==> src/rtl/core/psfpd_pkg.sv <==
// Shared types and constants of the pendulum PD controller.
`default_nettype none
package psfpd_pkg;
	localparam int unsigned CordicSteps = 23;
	localparam int unsigned StepW = 5;

	typedef enum logic [2:0] {
		CFG_GAIN_WHEEL_ANGLE = 3'd0,
		CFG_GAIN_WHEEL_RATE  = 3'd1,
		CFG_GAIN_TILT        = 3'd2,
		CFG_GAIN_TILT_RATE   = 3'd3,
		CFG_INV_TIME_STEP    = 3'd4
	} cfg_idx_t;

	// One classified request as it travels from the front to the back.
	typedef struct packed {
		logic signed [31:0] wheel_angle;
		logic signed [15:0] accel_x;
		logic [31:0]        perp_sq;   // ay^2 + az^2
		logic               zero_vec;
	} req_t;

	typedef enum logic [3:0] {
		ST_IDLE, ST_SQRT, ST_CORDIC, ST_DIFF, ST_RATE_Q, ST_RATE_T,
		ST_MUL0, ST_MUL1, ST_MUL2, ST_MUL3, ST_DONE
	} back_state_t;

	function automatic logic signed [22:0] atan_deg(input logic [StepW-1:0] i);
		logic signed [22:0] r;
		begin
			case (i)
				5'd0: r = 23'sd2949120;  5'd1: r = 23'sd1740967;
				5'd2: r = 23'sd919879;   5'd3: r = 23'sd466945;
				5'd4: r = 23'sd234379;   5'd5: r = 23'sd117304;
				5'd6: r = 23'sd58666;    5'd7: r = 23'sd29335;
				5'd8: r = 23'sd14668;    5'd9: r = 23'sd7334;
				5'd10: r = 23'sd3667;    5'd11: r = 23'sd1833;
				5'd12: r = 23'sd917;     5'd13: r = 23'sd458;
				5'd14: r = 23'sd229;     5'd15: r = 23'sd115;
				5'd16: r = 23'sd57;      5'd17: r = 23'sd29;
				5'd18: r = 23'sd14;      5'd19: r = 23'sd7;
				5'd20: r = 23'sd4;       5'd21: r = 23'sd2;
				5'd22: r = 23'sd1;
				default: r = 23'sd0;
			endcase
			return r;
		end
	endfunction
endpackage
`default_nettype wire

==> src/rtl/core/psfpd_queue.sv <==
// Two-entry request queue between the front and the back.
`default_nettype none
module psfpd_queue (
	input  wire logic       clk,
	input  wire logic       arst_n,
	input  wire logic       push,
	input  psfpd_pkg::req_t wdata,
	output logic            full,
	input  wire logic       pop,
	output psfpd_pkg::req_t rdata,
	output logic            not_empty
);
	psfpd_pkg::req_t mem_q [2];
	logic            wp_q, rp_q;
	logic [1:0]      cnt_q;

	assign full = cnt_q == 2'd2;
	assign not_empty = cnt_q != 2'd0;
	assign rdata = mem_q[rp_q];

	always_ff @(posedge clk or negedge arst_n) begin
		if (!arst_n) begin
			wp_q <= 1'b0;
			rp_q <= 1'b0;
			cnt_q <= 2'd0;
		end else begin
			if (push) wp_q <= ~wp_q;
			if (pop) rp_q <= ~rp_q;
			cnt_q <= cnt_q + {1'b0, push} - {1'b0, pop};
		end
	end

	always_ff @(posedge clk) begin
		if (push) mem_q[wp_q] <= wdata;
	end
endmodule
`default_nettype wire

==> config.mk <==
export PLATFORM = sky130hd
export DESIGN_NAME = psfpd_queue
export DESIGN_NICKNAME = d
export VERILOG_FILES = /design/src/rtl/core/psfpd_pkg.sv /design/src/rtl/core/psfpd_queue.sv
export SDC_FILE = /design/constraint.sdc
export NUM_CORES = 1
export LEC_CHECK = 0
export BUFFER_PORTS_ARGS = -buffer_cell sky130_fd_sc_hd__buf_4
export CORE_MARGIN = 2
export CORE_UTILIZATION = 56
export DETAILED_ROUTE_END_ITERATION = 6
export GPL_ROUTABILITY_DRIVEN = 0
export PLACE_DENSITY = 0.88
export SLEW_MARGIN = 10
export SYNTH_ARGS = -nofsm -noshare
export SYNTH_HDL_FRONTEND = slang
export SYNTH_SLANG_ARGS = --single-unit
export TNS_END_PERCENT = 5
==> constraint.sdc <==
create_clock -name clk -period 8 [get_ports clk]
set_input_delay 1.6 -clock clk [delete_from_list [all_inputs] [get_ports clk]]
set_output_delay 1.6 -clock clk [all_outputs]
set_load 0.02 [all_outputs]
==> impl_metrics.tcl <==
set metrics [dict create \
    fin_skew_ps 5.30 \
    hpwl_um 7010 \
    clkTransAtPathRegs_ps 60 \
    htreeDepth 4 \
    power_density_mw_per_mm2 372 \
    clkPwrFrac_pct 24.0 \
    ir_drop_uv 217 \
    tightest_slew_ps 1120 \
    track_usage_pct 18.1 \
    cts_tree "built" \
    postPlaceCellArea_mm2 0.00773 \
    final-seq-area_mm2 0.00497 \
    finalCriticalPeriod_ps 4250 \
    insertion_delay_ps 410 \
    grt_pass1_wl_um 16600 \
    setup_viol 0 \
    grt_pass1_vias 3260 \
    status "complete, no violations" \
    pin_count 168 \
    wl_per_cell_um 18.3 \
    slew_violations 0 \
    crit_required_ps 6400 \
    cp-start-kind "flop" \
    core_area_mm2 0.0113 \
    p_leak_nw 3.36 \
    antenna_found_initial 0 \
    area_growth_pct 28.2 \
    routed_via_density 5.14 \
    synth_area_mm2 0.00644 \
    final_cell_mix "buf_4, edfxtp_1, mux2_4" \
    ys_ff_latch 166 \
    nets 533 \
    postCtsSetupBuffers 0 \
    port-buffer-count 167 \
    timing.hold.ws_ps 552 \
    clock_sinks 166 \
    drt-pass1-iter-count 4 \
    fillers 672 \
    grt_remaining_overflow 0 \
    ys_warn_count 0 \
    synth_cell_type_count 13 \
    critical_path_peak_fanout 42 \
    cts_buffers 17 \
    swShare_pct 29.5 \
    yosys.area.top_type "edfxtp_1" \
    final_common_cell "buf_4" \
    diodes 0 \
    clk_path_buf_depth 2 \
    multiInputGateArea_mm2 0.00131 \
    power.switching_w 0.000909 \
    tns_ps 0 \
    initial_core_util_pct 56.9 \
    fin_area_mm2 0.00826 \
    ant_nets 0 \
    initialDrtViolationCount 132 \
    criticalPathCategory "reg -> out" \
    avgSynthCellArea_um2 24.1 \
    grt_max_degree 82 \
    slew_headroom_pct 25.3 \
    die_h_um 111 \
    die_area_mm2 0.0124 \
    route.detailed.drc 0 \
    syn-instance-count 267 \
    drive_gt1_share_pct 60.2 \
    ctsRootBufferMaster "clkbuf_16" \
    seq_area_frac_synth_pct 77.0 \
    seqPwrFrac_pct 41.0 \
    num_vias 3082 \
    pwr-share-comb_pct 35.0 \
    cts_resized 0 \
    min_path_type "reg -> reg" \
    grt_setup_unrepaired "no" \
    fmax_mhz 235 \
    end_kind "output port" \
    cts_hold_buffers 0 \
    wl_um 11000 \
    intPower_w 0.00217 \
    die_x_um 111 \
    hold_viol 0 \
    finalCritPeriodShare_pct 53.1 \
    syn_nets 354 \
    cp.arrival_ps 2650 \
    maxCapViolCount 0 \
    synth_top_area_share_pct 75.5 \
    synth_top_cells_by_area "edfxtp_1, mux2_4, buf_12" \
    floorplan.rows 39 \
]
==> cell type report <==
class | count | area share, %
inverters | 2 | 0.0909
well taps | 143 | 2.17
clock inverters | 7 | 0.984
multi-input cells | 90 | 15.9
repair buffers | 169 | 15.4
clock buffers | 23 | 5.42
flip-flops and latches | 166 | 60.1
==> power groups by stage <==
stage | registers (W) | clock network (W) | logic, W
CTS | 0.00127 | 0.000750 | 0.00109
global route | 0.00128 | 0.000784 | 0.00113
floorplan | 0.00122 | 0 | 0.000841
detailed placement | 0.00128 | 0 | 0.00109
global placement | 0.00127 | 0 | 0.00107
finish | 0.00126 | 0.000738 | 0.00108
==> per-stage QoR <==
step	power [W]	std cells	worst slack, ps	util, %
final	0.00308	600	3750	73.0
after global placement	0.00234	570	4180	68.3
after global routing	0.00320	600	3620	73.0
after CTS	0.00311	600	3700	73.0
after detailed placement	0.00237	570	4150	68.3
after floorplan	0.00206	267	2330	-
==> critical path: stages (launching register included) <==
cell and delay [ps]:
dfrtp_4 900, buf_4 750, mux2_4 370, buf_4 160
==> final timing paths <==
kind,slack [ps],start,depth (start not counted),to
min in group asynchronous,980,arst_n,1,wp_q
max in group asynchronous,6910,arst_n,1,rp_q
hold reg to reg,550,wp_q,1,wp_q
setup reg to reg,5690,wp_q,2,mem_q[0][48]
hold / removal,550,wp_q,1,wp_q
setup / recovery,3750,rp_q,3,rdata[78]
==> cell families after synthesis <==
| family | after synthesis | share of synthesized area [%] |
|---|---|---|
| flops | 166 | 77.0 |
| mux | 81 | 18.8 |
| buf+inv | 11 | 2.78 |
| simple gates | 4 | 0.388 |
| xor+xnor | 3 | 0.641 |
| fa+ha+maj | 2 | 0.388 |
==> cell usage after synthesis <==
library cell	number
and2_1	1
buf_12	8
buf_6	1
dfrtp_1	4
edfxtp_1	162
ha_1	2
inv_1	2
mux2_2	2
mux2_4	79
nor2b_1	2
or2_2	1
xor2_1	2
xor3_1	1
==> metal layers <==
metal  part of all wire [%]  global-route usage, %  vias to the layer above
met5                      0                      0                        -
li1                       -                      -                     1410
met4                    1.7                   7.74                        0
met2                     51                   29.1                      138
met3                    8.4                   7.82                       21
met1                     38                   21.3                     1513
==> flip-flops by register name, summed over array words and instances, names as in the netlist <==
register,count
mem_q,162
wp_q,1
rp_q,1
cnt_q,2
(Power assumes the default switching activity.)
