**src/rtl/core/psfpd_pkg.sv**
```systemverilog
// Shared types and constants of the pendulum PD controller.
`default_nettype none
package psfpd_pkg;
	localparam int unsigned CordicSteps = 23;
	localparam int unsigned StepW = 5;

	typedef enum logic [2:0] {
		CFG_GAIN_WHEEL_ANGLE = 3'd0,
		CFG_GAIN_WHEEL_RATE  = 3'd1,
		CFG_GAIN_TILT        = 3'd2,
		CFG_GAIN_TILT_RATE   = 3'd3,
		CFG_INV_TIME_STEP    = 3'd4
	} cfg_idx_t;

	// One classified request as it travels from the front to the back.
	typedef struct packed {
		logic signed [31:0] wheel_angle;
		logic signed [15:0] accel_x;
		logic [31:0]        perp_sq;   // ay^2 + az^2
		logic               zero_vec;
	} req_t;

	typedef enum logic [3:0] {
		ST_IDLE, ST_SQRT, ST_CORDIC, ST_DIFF, ST_RATE_Q, ST_RATE_T,
		ST_MUL0, ST_MUL1, ST_MUL2, ST_MUL3, ST_DONE
	} back_state_t;

	function automatic logic signed [22:0] atan_deg(input logic [StepW-1:0] i);
		logic signed [22:0] r;
		begin
			case (i)
				5'd0: r = 23'sd2949120;  5'd1: r = 23'sd1740967;
				5'd2: r = 23'sd919879;   5'd3: r = 23'sd466945;
				5'd4: r = 23'sd234379;   5'd5: r = 23'sd117304;
				5'd6: r = 23'sd58666;    5'd7: r = 23'sd29335;
				5'd8: r = 23'sd14668;    5'd9: r = 23'sd7334;
				5'd10: r = 23'sd3667;    5'd11: r = 23'sd1833;
				5'd12: r = 23'sd917;     5'd13: r = 23'sd458;
				5'd14: r = 23'sd229;     5'd15: r = 23'sd115;
				5'd16: r = 23'sd57;      5'd17: r = 23'sd29;
				5'd18: r = 23'sd14;      5'd19: r = 23'sd7;
				5'd20: r = 23'sd4;       5'd21: r = 23'sd2;
				5'd22: r = 23'sd1;
				default: r = 23'sd0;
			endcase
			return r;
		end
	endfunction
endpackage
`default_nettype wire

```
**src/rtl/core/psfpd_front.sv**
```systemverilog
// Front stage: registers a request and squares the perpendicular components.
`default_nettype none
module psfpd_front (
	input  wire logic               clk,
	input  wire logic               arst_n,
	input  wire logic               in_valid,
	output logic                    in_stall,
	input  wire logic signed [31:0] wheel_angle,
	input  wire logic signed [15:0] accel_x,
	input  wire logic signed [15:0] accel_y,
	input  wire logic signed [15:0] accel_z,
	output logic                    q_push,
	output psfpd_pkg::req_t         q_data,
	input  wire logic               q_full
);
	logic                    busy_q;
	logic                    sq_done_q;
	logic signed [31:0]      wa_q;
	logic signed [15:0]      ax_q, ay_q, az_q;
	logic [31:0]             ysq_q, zsq_q;

	assign in_stall = busy_q;

	// The two squares are registered in parallel; their sum is formed combinationally.
	always_ff @(posedge clk or negedge arst_n) begin
		if (!arst_n) begin
			busy_q <= 1'b0;
			sq_done_q <= 1'b0;
		end else if (!busy_q) begin
			if (in_valid) begin
				busy_q <= 1'b1;
				sq_done_q <= 1'b0;
			end
		end else if (!sq_done_q) begin
			sq_done_q <= 1'b1;
		end else if (!q_full) begin
			busy_q <= 1'b0;
		end
	end

	always_ff @(posedge clk) begin
		if (!busy_q && in_valid) begin
			wa_q <= wheel_angle;
			ax_q <= accel_x;
			ay_q <= accel_y;
			az_q <= accel_z;
		end
		if (busy_q && !sq_done_q) begin
			ysq_q <= 32'(ay_q * ay_q);
			zsq_q <= 32'(az_q * az_q);
		end
	end

	assign q_push = busy_q && sq_done_q && !q_full;
	always_comb begin
		q_data.wheel_angle = wa_q;
		q_data.accel_x = ax_q;
		q_data.perp_sq = ysq_q + zsq_q;
		q_data.zero_vec = (ax_q == '0) && (ay_q == '0) && (az_q == '0);
	end
endmodule
`default_nettype wire

```
**config.mk**
```make
export PLATFORM = sky130hd
export DESIGN_NAME = psfpd_front
export DESIGN_NICKNAME = d
export VERILOG_FILES = /design/src/rtl/core/psfpd_pkg.sv /design/src/rtl/core/psfpd_front.sv
export SDC_FILE = /design/constraint.sdc
export NUM_CORES = 1
export LEC_CHECK = 0
export ABC_AREA = 1
export BUFFER_PORTS_ARGS = -buffer_cell sky130_fd_sc_hd__buf_2
export CAP_MARGIN = 20
export CORE_MARGIN = 8
export CORE_UTILIZATION = 25
export DETAILED_ROUTE_END_ITERATION = 10
export PLACE_DENSITY = 0.46
export SETUP_SLACK_MARGIN = 0.2
export SYNTH_ARGS = -nofsm -noshare
export SYNTH_HDL_FRONTEND = slang
export SYNTH_SLANG_ARGS = --single-unit
```
**constraint.sdc**
```tcl
create_clock -name clk -period 5.91 [get_ports clk]
set_clock_uncertainty 0.05 [all_clocks]
set_input_delay 0.2955 -clock clk [delete_from_list [all_inputs] [get_ports clk]]
set_output_delay 0.2955 -clock clk [all_outputs]
set_load 0.01 [all_outputs]
```
==> metrics.txt <==
status complete, no violations; Layout Area Growth over Synthesis 24.4%; FILL cells 11000; Final setup viols 0; Num CTS Buffers 17; first-pass GRT wire length 116000 microns; largest cells by area after synthesis fa_1 (36%), edfxtp_1 (16%), inv_1 (14%), nand2_1 (11%), ha_1 (10%); vias in the first global route 21500; most common cell in the netlist inv_1; IO Port Bufs 166; total of max-cap violations 0; Hold Path Class in -> reg; die area 115000 sq um; Final Hold Viols 0; Worst EP required 6.16 ns; Die X 339 microns; TritonRoute pass-1 iters 6; crit-path cells buf_6 -> buf_6 -> nand2_1 -> inv_1 -> fa_2 -> fa_2 -> buf_8 -> buf_4 -> fa_1 -> fa_2 -> fa_1 -> fa_1 -> ha_4 -> nand2_1 -> inv_1 -> nand2_2 -> nor2_2 -> nand4_1 -> nand3b_1 -> xor2_1; DRT iter0 DRCs 1011; Yosys reg bits 144; Tot GR Track Use 12.7%; HPWL Detailed 61100 microns; final slew viol count 0; Crit path largest cell delay 0.63 ns; CTS tree built; final setup TNS 0 ns; Most used DFF post-synth edfxtp_1; Setup CP Type reg -> reg; post-synthesis cell count 3142; WL per Instance 14.6 microns; Synth area leader fa_1; worst-path fanout max 8; count of cell types in the netlist 35; number of remaining DRC errors 0; Ys Warns 0; largest net degree at the start of global routing 65; CORE AREA 103000 sq um; CP max stage cell fa_2; crit path DAT 5.88 ns; Vias/cell 4.13; FFs w/ async S/R, synth 1.39%; Clk Latency, worst-skew pair 0.48 ns; measured slew at the worst slew-check pin 0.897 ns; Seq/Total Area, Yosys 16.5%; # nets final 4280; Std-Cell Rows 118; fmax 0.178 GHz; share of cells above drive strength 1 16.9%; Max clock buf depth 2; Net Count, Synth 3904; Post-synth EDFFs 142; Initial Util 25.2%; Sequential Area 4310 sq um; initial antenna violation count 4; multi-input logic area 18900 sq um; element type at the critical path end flop; CTS sink cnt 144; most common library cells after synthesis inv_1 (943), nand2_1 (757), fa_1 (468); RSZ-0062 raised after global routing true; vias post-DR 20300; routed wire length 71900 microns; cell area after synthesis 26100 sq um; GR Overflow Total 0; I/O pins 167; Die Ht 339 microns; post-layout min period 5.63 ns; GPL Wtd Cong 0.869; H-tree levels 4; Max transition margin 40.2%; final worst-path cycle share 95.2%; Startpoint Class flop; clk slew on worst S/H paths 0.08 ns; root buffer cell clkbuf_16; Post-DRT Antenna Nets 0; Yosys top cell area share 35.9%; syn_area_per_cell 8.30 sq um
[cells in the final DEF, fill, tap and decap left out, types with 11 or more instances in the layout]
master,Yosys,routed
nand2_1,757,712
buf_4,0,146
edfxtp_1,142,142
clkbuf_16,0,19
o21bai_1,26,25
ha_1,210,170
fa_1,468,451
nand3_1,95,84
nand2_2,10,50
inv_2,1,14
nor2_2,8,29
fa_2,0,17
nor2_4,0,11
buf_12,0,14
a21oi_1,73,64
inv_1,943,926
dlygate4sd3_1,0,82
buf_6,0,13
nor2_1,137,105
nand3_2,4,13
nand4_1,33,33
nor3_1,23,15
ha_4,0,36
nor4_1,12,12
buf_2,1,166
o21ai_0,15,12
xor2_1,64,60
[critical path: cells and delay by family, from the launching register on]
kind | cells | cell delay (ns)
fa+ha+maj | 7 | 3.42
buf+inv | 6 | 0.72
simple gates | 6 | 0.66
flops | 1 | 0.38
xor+xnor | 1 | 0.22
[timing repair]
item / in CTS / in global routing
cloned: 0 / 2
gates resized for setup: 12 / 234
pin swaps: 1 / 63
setup buffers: 33 / 27
setup endpoints to repair: 26 / 38
endpoints found under the hold margin: 83 / 0
hold buffers: 82 / 0
[stage by stage]
step                util, %  hold WS, ns  area (sq um)  worst slack [ns]  instances
floorplan                 -      -0.0501         26100             0.200       3142
global placement       28.4       0.0344         29400           -0.0296       4735
detailed placement     28.4       0.0346         29400           -0.0127       4735
CTS                    30.1      0.00528         31100             0.157       4882
global route           31.3       0.0322         32400            0.0971       4911
finish                 31.3       0.0636         32400             0.282       4913
[logic make-up (layout without fill, tap and decap cells)]
logic type | count (synthesis) | in the layout | share of synthesized area, %
xor gates and xnor gates | 73 | 73 | 2.45
adders and majority gates | 678 | 678 | 46.0
DFF | 144 | 144 | 16.5
and+or+nand+nor | 1101 | 1101 | 17.4
buffers and inverters | 1014 | 1403 | 14.6
other | 0 | 2 | 0
AOI/OAI and AO/OA | 132 | 132 | 2.97
[worst paths after layout]
check                                      startpoint                     to  slack, ns  depth (start not counted)
max in group asynchronous                      arst_n     in_stall$_DFF_PN0_       5.63                          2
worst min-delay path                           q_full     in_stall$_DFF_PN0_       0.06                          3
worst max register to register      ay_q[3]$_DFFE_PP_    ysq_q[23]$_DFFE_PP_       0.28                         20
worst min register to register  sq_done_q$_DFFE_PN0P_  sq_done_q$_DFFE_PN0P_       0.55                          2
worst max-delay path                ay_q[3]$_DFFE_PP_    ysq_q[23]$_DFFE_PP_       0.28                         20
min in group asynchronous                      arst_n     in_stall$_DFF_PN0_       0.08                          2
[state kept, by name, indices dropped and copies added, names as in the netlist]
signal / cells
ysq_q: 31
wa_q: 32
ax_q: 16
in_stall: 1
az_q: 16
sq_done_q: 1
zsq_q: 31
ay_q: 16
[cell type report]
class,count,area share [%]
Multi-Input combinational cell,1984,58.4
Sequential cell,144,13.3
Clock buffer,18,1.32
Antenna cell,2,0.0154
Inverter,946,11.0
Timing Repair Buffer,425,10.0
Clock inverter,14,0.563
Tap cell,1380,5.33
[metal layers]
metal  vias up  global-route usage (%)  wire [microns]  share of wire (%)
li1       9948                       -               -                  -
met1      9856                    17.9           34200                 48
met2       442                    20.1           32700                 46
met3        48                    2.08            3790                5.3
met4         2                    3.15            1120                1.6
met5         -                       0              11              0.015
Power is not shown: default switching activity piles up to over one toggle a cycle in this logic, so the estimate is an artifact.
